## src/rtl/sha256s_pkg.sv

```systemverilog
// Shared types, constants and round functions of the SHA-256 stream hasher.
package sha256s_pkg;

    typedef logic [31:0] word_t;

    // Round variables a..h, index 0 is a.
    typedef logic [7:0][31:0] vars_t;

    // Schedule words that one round sees: W[t-16], W[t-15], W[t-7], W[t-2].
    typedef struct packed {
        word_t w16;
        word_t w15;
        word_t w7;
        word_t w2;
    } sched_in_t;

    typedef enum logic [2:0] {
        S_IDLE,
        S_PAD,
        S_PRE0,
        S_PRE1,
        S_ROUND,
        S_FIN,
        S_OUT
    } state_t;

    localparam word_t ROUND_K [64] = '{
        32'h428a2f98, 32'h71374491, 32'hb5c0fbcf, 32'he9b5dba5,
        32'h3956c25b, 32'h59f111f1, 32'h923f82a4, 32'hab1c5ed5,
        32'hd807aa98, 32'h12835b01, 32'h243185be, 32'h550c7dc3,
        32'h72be5d74, 32'h80deb1fe, 32'h9bdc06a7, 32'hc19bf174,
        32'he49b69c1, 32'hefbe4786, 32'h0fc19dc6, 32'h240ca1cc,
        32'h2de92c6f, 32'h4a7484aa, 32'h5cb0a9dc, 32'h76f988da,
        32'h983e5152, 32'ha831c66d, 32'hb00327c8, 32'hbf597fc7,
        32'hc6e00bf3, 32'hd5a79147, 32'h06ca6351, 32'h14292967,
        32'h27b70a85, 32'h2e1b2138, 32'h4d2c6dfc, 32'h53380d13,
        32'h650a7354, 32'h766a0abb, 32'h81c2c92e, 32'h92722c85,
        32'ha2bfe8a1, 32'ha81a664b, 32'hc24b8b70, 32'hc76c51a3,
        32'hd192e819, 32'hd6990624, 32'hf40e3585, 32'h106aa070,
        32'h19a4c116, 32'h1e376c08, 32'h2748774c, 32'h34b0bcb5,
        32'h391c0cb3, 32'h4ed8aa4a, 32'h5b9cca4f, 32'h682e6ff3,
        32'h748f82ee, 32'h78a5636f, 32'h84c87814, 32'h8cc70208,
        32'h90befffa, 32'ha4506ceb, 32'hbef9a3f7, 32'hc67178f2
    };

    localparam word_t INIT_H [8] = '{
        32'h6a09e667, 32'hbb67ae85, 32'h3c6ef372, 32'ha54ff53a,
        32'h510e527f, 32'h9b05688c, 32'h1f83d9ab, 32'h5be0cd19
    };

    function automatic word_t round_k(input logic [5:0] idx);
        return ROUND_K[idx];
    endfunction

    function automatic word_t init_h(input logic [2:0] idx);
        return INIT_H[idx];
    endfunction

    function automatic vars_t init_vars();
        vars_t v;
        for (int j = 0; j < 8; j++) begin
            v[j] = INIT_H[j];
        end
        return v;
    endfunction

    function automatic word_t bsig0(input word_t x);
        return {x[1:0], x[31:2]} ^ {x[12:0], x[31:13]} ^ {x[21:0], x[31:22]};
    endfunction

    function automatic word_t bsig1(input word_t x);
        return {x[5:0], x[31:6]} ^ {x[10:0], x[31:11]} ^ {x[24:0], x[31:25]};
    endfunction

    function automatic word_t ssig0(input word_t x);
        return {x[6:0], x[31:7]} ^ {x[17:0], x[31:18]} ^ (x >> 3);
    endfunction

    function automatic word_t ssig1(input word_t x);
        return {x[16:0], x[31:17]} ^ {x[18:0], x[31:19]} ^ (x >> 10);
    endfunction

endpackage

```

## src/rtl/sha256s_round.sv

```systemverilog
// One SHA-256 round with the message schedule expansion for that round.
module sha256s_round import sha256s_pkg::*; (
    input  vars_t     v_in,
    input  sched_in_t sched,
    input  logic [5:0] rnd,
    output vars_t     v_out,
    output word_t     w_out
);

    word_t w_exp;
    word_t ch;
    word_t maj;
    word_t t1;
    word_t t2;

    // The first sixteen rounds take the block words as they are.
    assign w_exp = sched.w16 + ssig0(sched.w15) + sched.w7 + ssig1(sched.w2);
    assign w_out = (rnd[5:4] == 2'b00) ? sched.w16 : w_exp;

    assign ch  = (v_in[4] & v_in[5]) ^ (~v_in[4] & v_in[6]);
    assign maj = (v_in[0] & v_in[1]) ^ (v_in[0] & v_in[2]) ^ (v_in[1] & v_in[2]);
    assign t1  = v_in[7] + bsig1(v_in[4]) + ch + round_k(rnd) + w_out;
    assign t2  = bsig0(v_in[0]) + maj;

    always_comb begin
        v_out[0] = t1 + t2;
        v_out[1] = v_in[0];
        v_out[2] = v_in[1];
        v_out[3] = v_in[2];
        v_out[4] = v_in[3] + t1;
        v_out[5] = v_in[4];
        v_out[6] = v_in[5];
        v_out[7] = v_in[6];
    end

endmodule

```

## src/rtl/sha256_stream_hash.sv

```systemverilog
// Top level of the SHA-256 stream hasher: byte input, eight-word digest output.
//
// The block hashes a message that arrives one byte per input word and returns
// the SHA-256 digest as eight output words, the most significant first. Each
// input word carries a byte in s_tdata, s_tuser set when that byte belongs to
// the message, and s_tlast set on the final word; a word with s_tuser low and
// s_tlast high closes a message without a byte, which also gives the digest of
// the empty message. Bytes are taken at one per cycle while the block is idle.
// When the 64th byte of a block arrives, the block stops taking input: the
// states S_PRE0 and S_PRE1 prefetch the schedule memory, the 64 rounds then
// run at one per cycle (the schedule memory's two read ports and the round
// adder chain set that pace), and the state S_FIN reads, adds and writes back
// the chaining value in its memory. After the final word the block writes the
// padding words into the schedule memory (one per cycle, up to sixteen),
// compresses one or two padding blocks, and then offers the eight digest
// words at one per cycle as the sink accepts them. No clearing pass is needed
// after reset: the first block of each message takes the standard initial
// hash value from constants, and the schedule memory is always written before
// it is read.
module sha256_stream_hash import sha256s_pkg::*; (
    input  logic        aclk,
    input  logic        aresetn,
    input  logic        s_tvalid,
    output logic        s_tready,
    input  logic [7:0]  s_tdata,   // data_byte[7:0]
    input  logic        s_tuser,   // byte_valid
    input  logic        s_tlast,
    output logic        m_tvalid,
    input  logic        m_tready,
    output logic [39:0] m_tdata,   // digest_word[31:0], word_index[34:32], zero fill
    output logic        m_tlast
);

    state_t state_reg, state_next;

    // Message bookkeeping.
    logic [60:0] cnt_reg;
    logic [23:0] acc_reg;          // bytes of the partial word, newest lowest
    logic        pad_pend_reg;     // final word seen, digest not yet delivered
    logic        pad_started_reg;  // first padding block has begun
    logic        len_blk_reg;      // block in flight carries the bit length
    logic        pad_first_reg;    // next padding word holds the 0x80 marker
    logic        first_blk_reg;    // chaining value is still the initial value
    logic [3:0]  pad_wi_reg;
    logic [5:0]  rnd_reg;
    logic [3:0]  fin_cnt_reg;
    logic [2:0]  out_idx_reg;

    // Round datapath.
    vars_t work_reg;
    vars_t v_round;
    word_t w_round;
    word_t wm1_reg;
    word_t wm2_reg;
    word_t prev_a_reg;
    word_t rd_a_reg;
    word_t rd_b_reg;
    word_t ch_rd_reg;
    sched_in_t sched_in;

    // Memories: the block and its rolling schedule, and the chaining value.
    word_t sched_mem [16];
    word_t chain_mem [8];

    logic       sw_en;
    logic [3:0] sw_addr;
    word_t      sw_data;
    logic [3:0] ra_addr;
    logic [3:0] rb_addr;
    logic       cw_en;

    logic       in_acc;
    logic       out_acc;
    logic       byte_in;
    logic [5:0] pos;
    logic [5:0] pos_next;
    logic       blk_full;
    logic       fin_done;
    logic       start_pad1;
    logic       start_pad2;
    logic       end_msg;
    logic [3:0] fin_prev;
    logic [2:0] fin_j;
    word_t      fin_old;
    word_t      fin_sum;
    word_t      pad_word;
    word_t      len_hi;
    word_t      len_lo;

    assign in_acc   = s_tvalid & s_tready;
    assign out_acc  = m_tvalid & m_tready;
    assign byte_in  = in_acc & s_tuser;
    assign pos      = cnt_reg[5:0];
    assign pos_next = byte_in ? pos + 6'd1 : pos;
    assign blk_full = byte_in && (pos == 6'd63);
    assign fin_done = (state_reg == S_FIN) && (fin_cnt_reg == 4'd8);
    assign end_msg  = (state_reg == S_OUT) && out_acc && (out_idx_reg == 3'd7);

    assign start_pad1 = ((state_reg == S_IDLE) && in_acc && s_tlast && !blk_full) ||
                        (fin_done && !len_blk_reg && !pad_started_reg && pad_pend_reg);
    assign start_pad2 = fin_done && !len_blk_reg && pad_started_reg;

    // Message length in bits, as the two final block words.
    assign len_hi = cnt_reg[60:29];
    assign len_lo = {cnt_reg[28:0], 3'b000};

    // The partial word closed with the 0x80 marker and zero fill.
    always_comb begin
        case (cnt_reg[1:0])
            2'd0:    pad_word = 32'h8000_0000;
            2'd1:    pad_word = {acc_reg[7:0], 24'h80_0000};
            2'd2:    pad_word = {acc_reg[15:0], 16'h8000};
            default: pad_word = {acc_reg[23:0], 8'h80};
        endcase
    end

    // Chaining update: the read of word j is registered and lands in the cycle after its address.
    assign fin_prev = fin_cnt_reg - 4'd1;
    assign fin_j    = fin_prev[2:0];
    assign fin_old  = first_blk_reg ? init_h(fin_j) : ch_rd_reg;
    assign fin_sum  = work_reg[fin_j] + fin_old;

    assign sched_in.w16 = prev_a_reg;
    assign sched_in.w15 = rd_a_reg;
    assign sched_in.w7  = rd_b_reg;
    assign sched_in.w2  = wm2_reg;

    sha256s_round u_round (
        .v_in  (work_reg),
        .sched (sched_in),
        .rnd   (rnd_reg),
        .v_out (v_round),
        .w_out (w_round)
    );

    // Next state.
    always_comb begin
        state_next = state_reg;
        unique case (state_reg)
            S_IDLE: begin
                if (in_acc) begin
                    if (blk_full) begin
                        state_next = S_PRE0;
                    end else if (s_tlast) begin
                        state_next = S_PAD;
                    end
                end
            end
            S_PAD: begin
                if (pad_wi_reg == 4'd15) begin
                    state_next = S_PRE0;
                end
            end
            S_PRE0: state_next = S_PRE1;
            S_PRE1: state_next = S_ROUND;
            S_ROUND: begin
                if (rnd_reg == 6'd63) begin
                    state_next = S_FIN;
                end
            end
            S_FIN: begin
                if (fin_done) begin
                    if (len_blk_reg) begin
                        state_next = S_OUT;
                    end else if (pad_started_reg || pad_pend_reg) begin
                        state_next = S_PAD;
                    end else begin
                        state_next = S_IDLE;
                    end
                end
            end
            S_OUT: begin
                if (end_msg) begin
                    state_next = S_IDLE;
                end
            end
            default: state_next = S_IDLE;
        endcase
    end

    // Outputs and memory port controls.
    always_comb begin
        s_tready = 1'b0;
        m_tvalid = 1'b0;
        sw_en    = 1'b0;
        sw_addr  = pos[5:2];
        sw_data  = {acc_reg, s_tdata};
        ra_addr  = 4'd0;
        rb_addr  = 4'd0;
        cw_en    = 1'b0;
        unique case (state_reg)
            S_IDLE: begin
                s_tready = 1'b1;
                sw_en    = byte_in && (pos[1:0] == 2'd3);
            end
            S_PAD: begin
                sw_en   = 1'b1;
                sw_addr = pad_wi_reg;
                if (pad_first_reg) begin
                    sw_data = pad_word;
                end else if (len_blk_reg && (pad_wi_reg == 4'd14)) begin
                    sw_data = len_hi;
                end else if (len_blk_reg && (pad_wi_reg == 4'd15)) begin
                    sw_data = len_lo;
                end else begin
                    sw_data = '0;
                end
            end
            S_PRE0: begin
                ra_addr = 4'd0;
            end
            S_PRE1: begin
                ra_addr = 4'd1;
                rb_addr = 4'd9;
            end
            S_ROUND: begin
                sw_en   = 1'b1;
                sw_addr = rnd_reg[3:0];
                sw_data = w_round;
                ra_addr = rnd_reg[3:0] + 4'd2;
                rb_addr = rnd_reg[3:0] + 4'd10;
            end
            S_FIN: begin
                cw_en = (fin_cnt_reg != 4'd0);
            end
            S_OUT: begin
                m_tvalid = 1'b1;
            end
            default: begin
                s_tready = 1'b0;
            end
        endcase
    end

    assign m_tdata = {5'b00000, out_idx_reg, work_reg[out_idx_reg]};
    assign m_tlast = (out_idx_reg == 3'd7);

    // Schedule memory: one write port, two registered read ports.
    always_ff @(posedge aclk) begin
        if (sw_en) begin
            sched_mem[sw_addr] <= sw_data;
        end
        rd_a_reg <= sched_mem[ra_addr];
        rd_b_reg <= sched_mem[rb_addr];
    end

    // Chaining value memory: write word j-1 while word j is read.
    always_ff @(posedge aclk) begin
        if (cw_en) begin
            chain_mem[fin_j] <= fin_sum;
        end
        ch_rd_reg <= chain_mem[fin_cnt_reg[2:0]];
    end

    // Datapath registers without reset.
    always_ff @(posedge aclk) begin
        prev_a_reg <= rd_a_reg;
        if (byte_in) begin
            acc_reg <= {acc_reg[15:0], s_tdata};
        end
        if (state_reg == S_ROUND) begin
            wm1_reg <= w_round;
            wm2_reg <= wm1_reg;
        end
    end

    // Control state and round variables.
    always_ff @(posedge aclk) begin
        if (!aresetn) begin
            state_reg       <= S_IDLE;
            cnt_reg         <= '0;
            pad_pend_reg    <= 1'b0;
            pad_started_reg <= 1'b0;
            len_blk_reg     <= 1'b0;
            pad_first_reg   <= 1'b0;
            first_blk_reg   <= 1'b1;
            pad_wi_reg      <= '0;
            rnd_reg         <= '0;
            fin_cnt_reg     <= '0;
            out_idx_reg     <= '0;
            work_reg        <= init_vars();
        end else begin
            state_reg <= state_next;

            if (byte_in) begin
                cnt_reg <= cnt_reg + 61'd1;
            end
            if ((state_reg == S_IDLE) && in_acc && s_tlast) begin
                pad_pend_reg <= 1'b1;
            end

            if (start_pad1) begin
                pad_wi_reg      <= pos_next[5:2];
                pad_first_reg   <= 1'b1;
                len_blk_reg     <= (pos_next[5:3] != 3'b111);
                pad_started_reg <= 1'b1;
            end else if (start_pad2) begin
                pad_wi_reg    <= 4'd0;
                pad_first_reg <= 1'b0;
                len_blk_reg   <= 1'b1;
            end else if (state_reg == S_PAD) begin
                pad_wi_reg    <= pad_wi_reg + 4'd1;
                pad_first_reg <= 1'b0;
            end

            if (state_reg == S_PRE0) begin
                rnd_reg <= '0;
            end else if (state_reg == S_ROUND) begin
                rnd_reg <= rnd_reg + 6'd1;
                work_reg <= v_round;
            end

            if ((state_reg == S_ROUND) && (rnd_reg == 6'd63)) begin
                fin_cnt_reg <= '0;
            end else if (state_reg == S_FIN) begin
                fin_cnt_reg <= fin_cnt_reg + 4'd1;
                if (fin_cnt_reg != 4'd0) begin
                    work_reg[fin_j] <= fin_sum;
                end
            end

            if (fin_done) begin
                first_blk_reg <= 1'b0;
            end

            // The word index wraps from seven back to zero on the last word.
            if ((state_reg == S_OUT) && out_acc) begin
                out_idx_reg <= out_idx_reg + 3'd1;
            end

            // Delivered the last digest word: back to the state after reset.
            if (end_msg) begin
                cnt_reg         <= '0;
                pad_pend_reg    <= 1'b0;
                pad_started_reg <= 1'b0;
                len_blk_reg     <= 1'b0;
                first_blk_reg   <= 1'b1;
                work_reg        <= init_vars();
            end
        end
    end

    // A round never writes a schedule entry that is being fetched for a later round.
    a_sched_no_overlap: assert property (@(posedge aclk) disable iff (!aresetn)
        (state_reg == S_ROUND) |-> (sw_addr != ra_addr && sw_addr != rb_addr))
        else $error("schedule write collides with a prefetch read");

    // Input and output are never open in the same cycle.
    a_one_side: assert property (@(posedge aclk) disable iff (!aresetn)
        !(s_tready && m_tvalid))
        else $error("input taken while digest is offered");

    // The chaining update starts only after the sixty-fourth round.
    a_fin_after_rounds: assert property (@(posedge aclk) disable iff (!aresetn)
        (state_reg == S_FIN && $past(state_reg) == S_ROUND) |-> $past(rnd_reg) == 6'd63)
        else $error("chaining update began before the last round");

    // After the last digest word the next message starts from the initial value.
    a_msg_restart: assert property (@(posedge aclk) disable iff (!aresetn)
        (out_acc && m_tlast) |=> (first_blk_reg && cnt_reg == 61'd0 && state_reg == S_IDLE))
        else $error("message state not restored after the digest");

endmodule

```

## config.mk

```make
export PLATFORM = sky130hd
export DESIGN_NAME = sha256_stream_hash
export DESIGN_NICKNAME = d
export VERILOG_FILES = /design/src/rtl/sha256s_pkg.sv /design/src/rtl/sha256s_round.sv /design/src/rtl/sha256_stream_hash.sv
export SDC_FILE = /design/constraint.sdc
export NUM_CORES = 2
export LEC_CHECK = 0
export BUFFER_PORTS_ARGS = -buffer_cell sky130_fd_sc_hd__clkbuf_2
export CAP_MARGIN = 20
export CORE_MARGIN = 2
export CORE_UTILIZATION = 27
export CTS_CLUSTER_SIZE = 25
export DETAILED_ROUTE_END_ITERATION = 10
export SYNTH_ARGS = -nofsm -noshare
export SYNTH_HDL_FRONTEND = slang
export SYNTH_SLANG_ARGS = --single-unit
```

## constraint.sdc

```tcl
create_clock -name aclk -period 14.7 [get_ports aclk]
set_input_delay 3.675 -clock aclk [delete_from_list [all_inputs] [get_ports aclk]]
set_output_delay 3.675 -clock aclk [all_outputs]
set_load 0.02 [all_outputs]
```

# ---- Word level (Yosys, flattened, before mapping)
# Memories as Yosys holds them, arrays and structs flattened. A register that Yosys moved wholly into a read port is not among the register bits.
# Cells that the tools add are included.
dict set report word_totals {
  reg_bits 462
  ram_bits 768
  rom_bits 2304
  inputBits 14
  word_cells 183
  memories 4
}
dict set report op_classes {
  add_sub_neg 20
  magnitude_cmp 5
  n_eq_ne 22
  muxes 54
  bitwise_logic 23
  reduce_logical 32
}
# name depth width rd rd_clocked_by_memory_dff write_ports line
set mem_list {}
lappend mem_list {{(name not given)} 64 32 1 0 0 sha256s_pkg.sv:52} ;# return ROUND_K[idx];
lappend mem_list {sched_mem 16 32 2 2 1 sha256_stream_hash.sv:62} ;# word_t sched_mem [16];
lappend mem_list {{(name not given)} 8 32 1 0 0 sha256s_pkg.sv:56} ;# return INIT_H[idx];
lappend mem_list {chain_mem 8 32 1 1 1 sha256_stream_hash.sv:63} ;# word_t chain_mem [8];
# cell n
set op_table {}
lappend op_table {{$mux W256} 6}
lappend op_table {{$mux W32} 12}
lappend op_table {{$add A32 B32 Y32} 11}
lappend op_table {{$xor A32 B32 Y32} 9}
lappend op_table {{$bwmux W256} 1}
lappend op_table {{$bmux W32 S3} 2}
lappend op_table {{$and A32 B32 Y32} 5}
lappend op_table {{$demux W32 S3} 1}
lappend op_table {{$pmux W32 S3} 1}
lappend op_table {{$pmux W32 S2} 1}
lappend op_table {{$add A61 B1 Y61 const B} 1}
lappend op_table {{$not A32 Y32} 1}
lappend op_table {{$xor A32 B22 Y32} 1}
lappend op_table {{$xor A32 B29 Y32} 1}
lappend op_table {{$mux W3} 8}
lappend op_table {{$pmux W4 S2} 3}
lappend op_table {{$pmux W3 S7} 1}
lappend op_table {{$logic_and A1 B1 Y1} 16}
lappend op_table {{$mux W1} 13}
lappend op_table {{$add A6 B1 Y6 const B} 2}
lappend op_table {{$eq A3 B3 Y1 const B} 4}
lappend op_table {{$eq A4 B4 Y1 const B} 3}
lappend op_table {{$eq A6 B6 Y1 const B} 2}
lappend op_table {{$mux W4} 3}
lappend op_table {{31 further kinds} 48}

# ---- Depth between registers and ports, before layout
dict set report logic_depth {
  word_depth 15
  mapped_depth 44
  depth_no_buf 43
}

# ---- By module
# A second synthesis with hierarchy kept.
dict set report unflattened {
  cells_unflattened 7180
  hier_area_um2 76089.2
}
# module n_inst cells_per_inst area_per_inst_um2
set by_module_without_submodules {}
lappend by_module_without_submodules {sha256_stream_hash 1 4891 58343.5}
lappend by_module_without_submodules {sha256s_round 1 2289 17745.8}

# ---- Worst setup path after synthesis
# No wires, ideal clock.
dict set report synth_path {
  path_type {register -> register}
  start {reg wm2_reg[20]}
  end {reg work_reg[31] (netlist name)}
  arrival_time_ns 9.402
  required_ns 14.597
  setup_slack_ns 5.194
  path_stages_with_launch 44
  n_path_buf 1
  synth_period_minus_slack_ns 9.506
  path_cell_list {edfxtp_1 -> xnor2_1 -> xnor2_1 -> fa_1 -> inv_1 -> fa_1 -> inv_1 -> ha_1 -> fa_1 -> a211oi_2 -> o21ai_1 -> a31oi_1 -> nor2b_1 -> o21a_1 -> o21ai_0 -> nand2b_1 -> a21oi_1 -> xor2_1 -> [... 8 more ...] -> o31ai_1 -> o41ai_1 -> o21ba_2 -> inv_1 -> a21oi_1 -> xor2_1 -> fa_1 -> inv_1 -> ha_1 -> clkbuf_1 -> a21o_1 -> a21oi_1 -> or3b_2 -> nor3_2 -> nor3_4 -> xnor2_1 -> a221o_1 -> a2111oi_2}
}
dict set report synth_between {
  elab_chain_len 13
}
# item line
set synth_rtl {}
lappend synth_rtl {{start, declared} sha256_stream_hash.sv:54} ;# word_t wm2_reg;
lappend synth_rtl {{start signal, assigned} sha256_stream_hash.sv:263} ;# wm2_reg <= wm1_reg;
lappend synth_rtl {{$xor A32 B32 Y32} sha256s_pkg.sv:80} ;# return {x[16:0], x[31:17]} ^ {x[18:0], x[31:19]} ^ (x >> 10);
lappend synth_rtl {{$xor A32 B22 Y32 (*)} sha256s_pkg.sv:80}
lappend synth_rtl {{$add A32 B32 Y32 (*)} sha256s_round.sv:17} ;# assign w_exp = sched.w16 + ssig0(sched.w15) + sched.w7 + ssig1(sched.w2);
lappend synth_rtl {{$mux W32 (*)} sha256s_round.sv:18} ;# assign w_out = (rnd[5:4] == 2'b00) ? sched.w16 : w_exp;
lappend synth_rtl {{via u_round.w_out[15]} sha256s_round.sv:7} ;# output word_t w_out
lappend synth_rtl {{$add A32 B32 Y32 (*)} sha256s_round.sv:22} ;# assign t1 = v_in[7] + bsig1(v_in[4]) + ch + round_k(rnd) + w_out;
lappend synth_rtl {{$add A32 B32 Y32 (*)} sha256s_round.sv:26} ;# v_out[0] = t1 + t2;
lappend synth_rtl {{$mux W256 (*)} sha256_stream_hash.sv:308} ;# end else if (state_reg == S_ROUND) begin
lappend synth_rtl {{$mux W256 (*)} sha256_stream_hash.sv:306} ;# if (state_reg == S_PRE0) begin
lappend synth_rtl {{$mux W256 (*)} sha256_stream_hash.sv:269} ;# if (!aresetn) begin
lappend synth_rtl {{$bwmux W256} sha256_stream_hash.sv:318} ;# work_reg[fin_j] <= fin_sum;
lappend synth_rtl {{$mux W256} sha256_stream_hash.sv:317} ;# if (fin_cnt_reg != 4'd0) begin
lappend synth_rtl {{$mux W256} sha256_stream_hash.sv:315} ;# end else if (state_reg == S_FIN) begin
lappend synth_rtl {{$mux W256 (*)} sha256_stream_hash.sv:313} ;# if ((state_reg == S_ROUND) && (rnd_reg == 6'd63)) begin
lappend synth_rtl {{end signal, assigned} sha256_stream_hash.sv:310} ;# work_reg <= v_round;
lappend synth_rtl {{end signal, assigned by index} sha256_stream_hash.sv:318}
lappend synth_rtl {{end signal, assigned} sha256_stream_hash.sv:338} ;# work_reg <= init_vars();
lappend synth_rtl {{end, declared} sha256_stream_hash.sv:50} ;# vars_t work_reg;
# The timed path passes the listed nets; every way through them passes the cells marked *. The select of a mux whose other input is x is not followed.
# A chain may end at the register's enable or synchronous reset.

# ---- Worst setup path in the final report
# Ends and elaborated chain as after synthesis.

==> run summary <==
The run finished with clean final reports. In this design, the critical path's most frequently occurring cell is fa_1. The post-route antenna net violation count came out at 0. The number of clock buffers added by TritonCTS is 145. The data arrival time of the critical path came out at 11.55 ns. The initialized floorplan defines 191 standard-cell rows. The synthesized design contains 1326 register bits. The post-DP HPWL is 177000 microns.

The setup-violating endpoint count in the final report came out at 0. The share of total power consumed by net switching is 0.414. The via count of the first global-routing pass is 53.0k. The synthesized design spends more area on one cell type than any other, namely edfxtp_1. Among all cell types in the netlist, the one instantiated most often is nand2_1. For this run, the total global-route usage over all layers was measured as 0.182. The final count of hold timing violations is 0. Dividing the final minimum period by the clock period gives 0.737. The cell at the root of the clock tree is clkbuf_16.

STA classifies the critical path endpoint as a flip-flop. The weighted congestion reported at the end of routability-driven placement came out at 0.973. The startpoint kind of the worst setup timing path is a flip-flop.

The total core area came out at 270000 sq um. Pin placement for this block handled 57 I/O pins. The setup clock skew after layout is 0.0875 ns. The area growth from synthesis to layout is 13.4%. Clock-pin slew was measured on the worst setup and hold paths at 0.07 ns. The highest net fanout along the worst path is 10.

The final max-slew violation count is 0. Of the total synthesized cell area, the portion taken by AND, OR, NAND and NOR gates is 0.104. After the last flow step, the layout net total stands at 6942. The required arrival time at the worst endpoint came out at 15.42 ns. The wire length after detailed routing is 258000 microns. Timing would allow up to 0.0923 GHz. The slack of the worst reg-to-reg path is 3.87 ns.

The effective utilization at floorplan is 0.271. The post-synth design cell area is 73100 sq um. The dominant combinational cell family by area after synthesis is compound AO/OA/AOI/OAI gates.

Of the total synthesized cell area, the portion taken by XOR and XNOR cells is 0.0534. TritonCTS built the clock tree. Yosys attributes the largest share of cell area to edfxtp_1 (35%), dfxtp_1 (13%), mux4_2 (7.9%), fa_1 (5.1%), nand2_1 (4.6%). The number of synthesized flops with an enable pin came out at 856. The largest voltage drop on the vdd net came out at 0.000137 V. In this run the worst hold path is classified as reg2reg. The total of cells resized after clock tree synthesis is 0.

After global routing the overflow that remains totals 0. The number of clock sinks came out at 1326. In this run the tightest slew margin relative to its limit is 0.132.

The die is 524 microns tall. The number of antenna violations at the first check in global routing came out at 12. The quantity of I/O buffers inserted on ports came out at 51. The clock period minus final worst setup slack came out at 10.83 ns. The first-pass GRT wire length is 374000 microns. Dividing the detail-routed via count by the number of cells gives 5.36. The detailed router placed 54.9k vias in this run. For this run, the leading register cell type out of synthesis is edfxtp_1. The area share of fa/ha/maj cells after synthesis came out at 0.0837. The share of total power dissipated in combinational logic is 0.496. The slew at the pin with the worst max-slew slack came out at 1.29 ns. The distinct cell type count of the synthesized netlist is 103.

Summed over all cells, the static leakage comes to 0.0296 uW. The post-synthesis async set-or-reset flop share came out at 0. The internal cell power came out at 9500 uW. The H-tree depth reported by CTS came out at 4. The layout cell share with drive strength beyond 1 came out at 0.131. The sequential share of the synthesized area came out at 0.480. The master of the slowest instance on the critical path is fa_1. The worst hold slack across all endpoints came out at 0.363 ns. The die is 524 microns wide. The register with the most flip-flops in the layout has 512 of them. The analysis attributes to net switching a power of 6730 uW.

Summed over all failing endpoints, the final setup total negative slack is 0 ns. The pin count of the biggest net entering global routing came out at 211. Of the post-synthesis cell area, the dominant cell type holds 0.352. The total design power came out at 16200 uW.

The filler-free cell count of the finished design is 10.3k. The clock latency at the later pin of the worst-skew pair came out at 0.85 ns. The multiplexer area fraction after synthesis came out at 0.109.

The die covers 275000 sq um. The power per cell area is 196 nW/um^2. The highest cell delay on the worst timing path came out at 0.52 ns. The post-route DRC violation count is 0.

The worst setup path is of the reg2reg kind. The maximum buffer depth of the clock tree came out at 3. The max-cap violation count is 0. The number of iterations in the first detailed-routing pass came out at 8. Setup repair after global routing left no endpoint under its margin.

The hold-fix buffer count after cts came out at 0. Before CTS, the worst setup slack after placement is 4.12 ns. By count the netlist is led by nand2_1 (897), edfxtp_1 (856), dfxtp_1 (470). The number of buffers inserted by post-CTS setup repair is 0. The gate count after technology mapping is 6600. Including well taps, the total number of placed cells is 9968.

The final worst-path setup slack is 3.87 ns. After the first detailed-routing iteration, the DRC count stood at 7311. The fraction of the mapped netlist area in compound gates came to 0.126. After detailed routing, the average wire length per cell comes to 25.2 microns. The synthesized area per cell is 11.1 sq um. The number of synthesis warnings is 0. The part of the power in the clock network came out at 0.233. The sequential group share of total power is 0.271.
stage by stage:
| step | cell area (sq um) | util |
|---|---|---|
| floorplan | 73100 | - |
| global placement | 77800 | 0.288 |
| detailed placement | 77800 | 0.288 |
| CTS | 82800 | 0.307 |
| global route | 82900 | 0.307 |
| finish | 82900 | 0.307 |
cell usage in the layout (no fill, tap or decap), types with 36 or more instances in the layout:
cell type and count:
a211oi_1 55, a21o_1 115, a21oi_1 298, a22oi_1 60, a311oi_1 86, a31oi_1 36
buf_4 174, clkbuf_1 48, clkbuf_16 147, clkbuf_2 51, dfxtp_1 460, edfxtp_1 856
fa_1 188, ha_1 185, inv_1 363, mux2_2 51, mux2i_1 162, mux4_2 258
nand2_1 890, nand3_1 184, nor2_1 374, nor3_1 53, o211ai_1 67, o21ai_0 335
o22ai_1 104, xnor2_1 283, xor2_1 159
cell families after synthesis:
kind of cell,after synthesis
multiplexers,471
other,1
flip-flops,1326
adder cells (fa/ha/maj),377
AND/OR/NAND/NOR,1760
AO/OA/AOI/OAI,1412
buffers and inverters,808
XOR/XNOR,445
power groups by stage:
stage | Combinational [uW] | Sequential, uW | Clock [uW]
finish | 8060 | 4390 | 3780
global placement | 7780 | 4470 | 0
CTS | 7890 | 4390 | 3830
detailed placement | 7820 | 4470 | 0
floorplan | 5860 | 4390 | 0
global route | 8800 | 4410 | 3980
worst max-delay path: cells and delay by family, from the launching register on:
kind	cells	cell delay, ns
AO/OA/AOI/OAI	20	4.49
XOR/XNOR	5	1.05
adder cells (fa/ha/maj)	8	3.36
buffers and inverters	5	0.41
flip-flops	1	0.46
AND/OR/NAND/NOR	5	0.91
cell type report:
cell class,instances,area [sq um]
fill,27200,187000
multi-input combinational,4470,35200
sequential,1326,35100
tap,3570,4470
clock buffer,203,3960
timing repair buffer,236,1710
inverter,376,1420
clock inverter,67,1010
antenna,2,5.00
path summary, 6_finish.rpt:
path	cells past startpoint	start	to
setup reg to reg	43	wm2_reg[20]	work_reg[31]
hold reg to reg	0	wm1_reg[23]	wm2_reg[23]
hold / removal	0	wm1_reg[23]	wm2_reg[23]
setup / recovery	43	wm2_reg[20]	work_reg[31]
routing by layer:
metal	share of wire	track usage	wire (microns)
met1	0.42	0.249	108000
met2	0.46	0.287	118000
met3	0.089	0.0342	23000
met4	0.036	0.0629	9310
met5	0.000043	0	11
(Power assumes the default switching activity.)
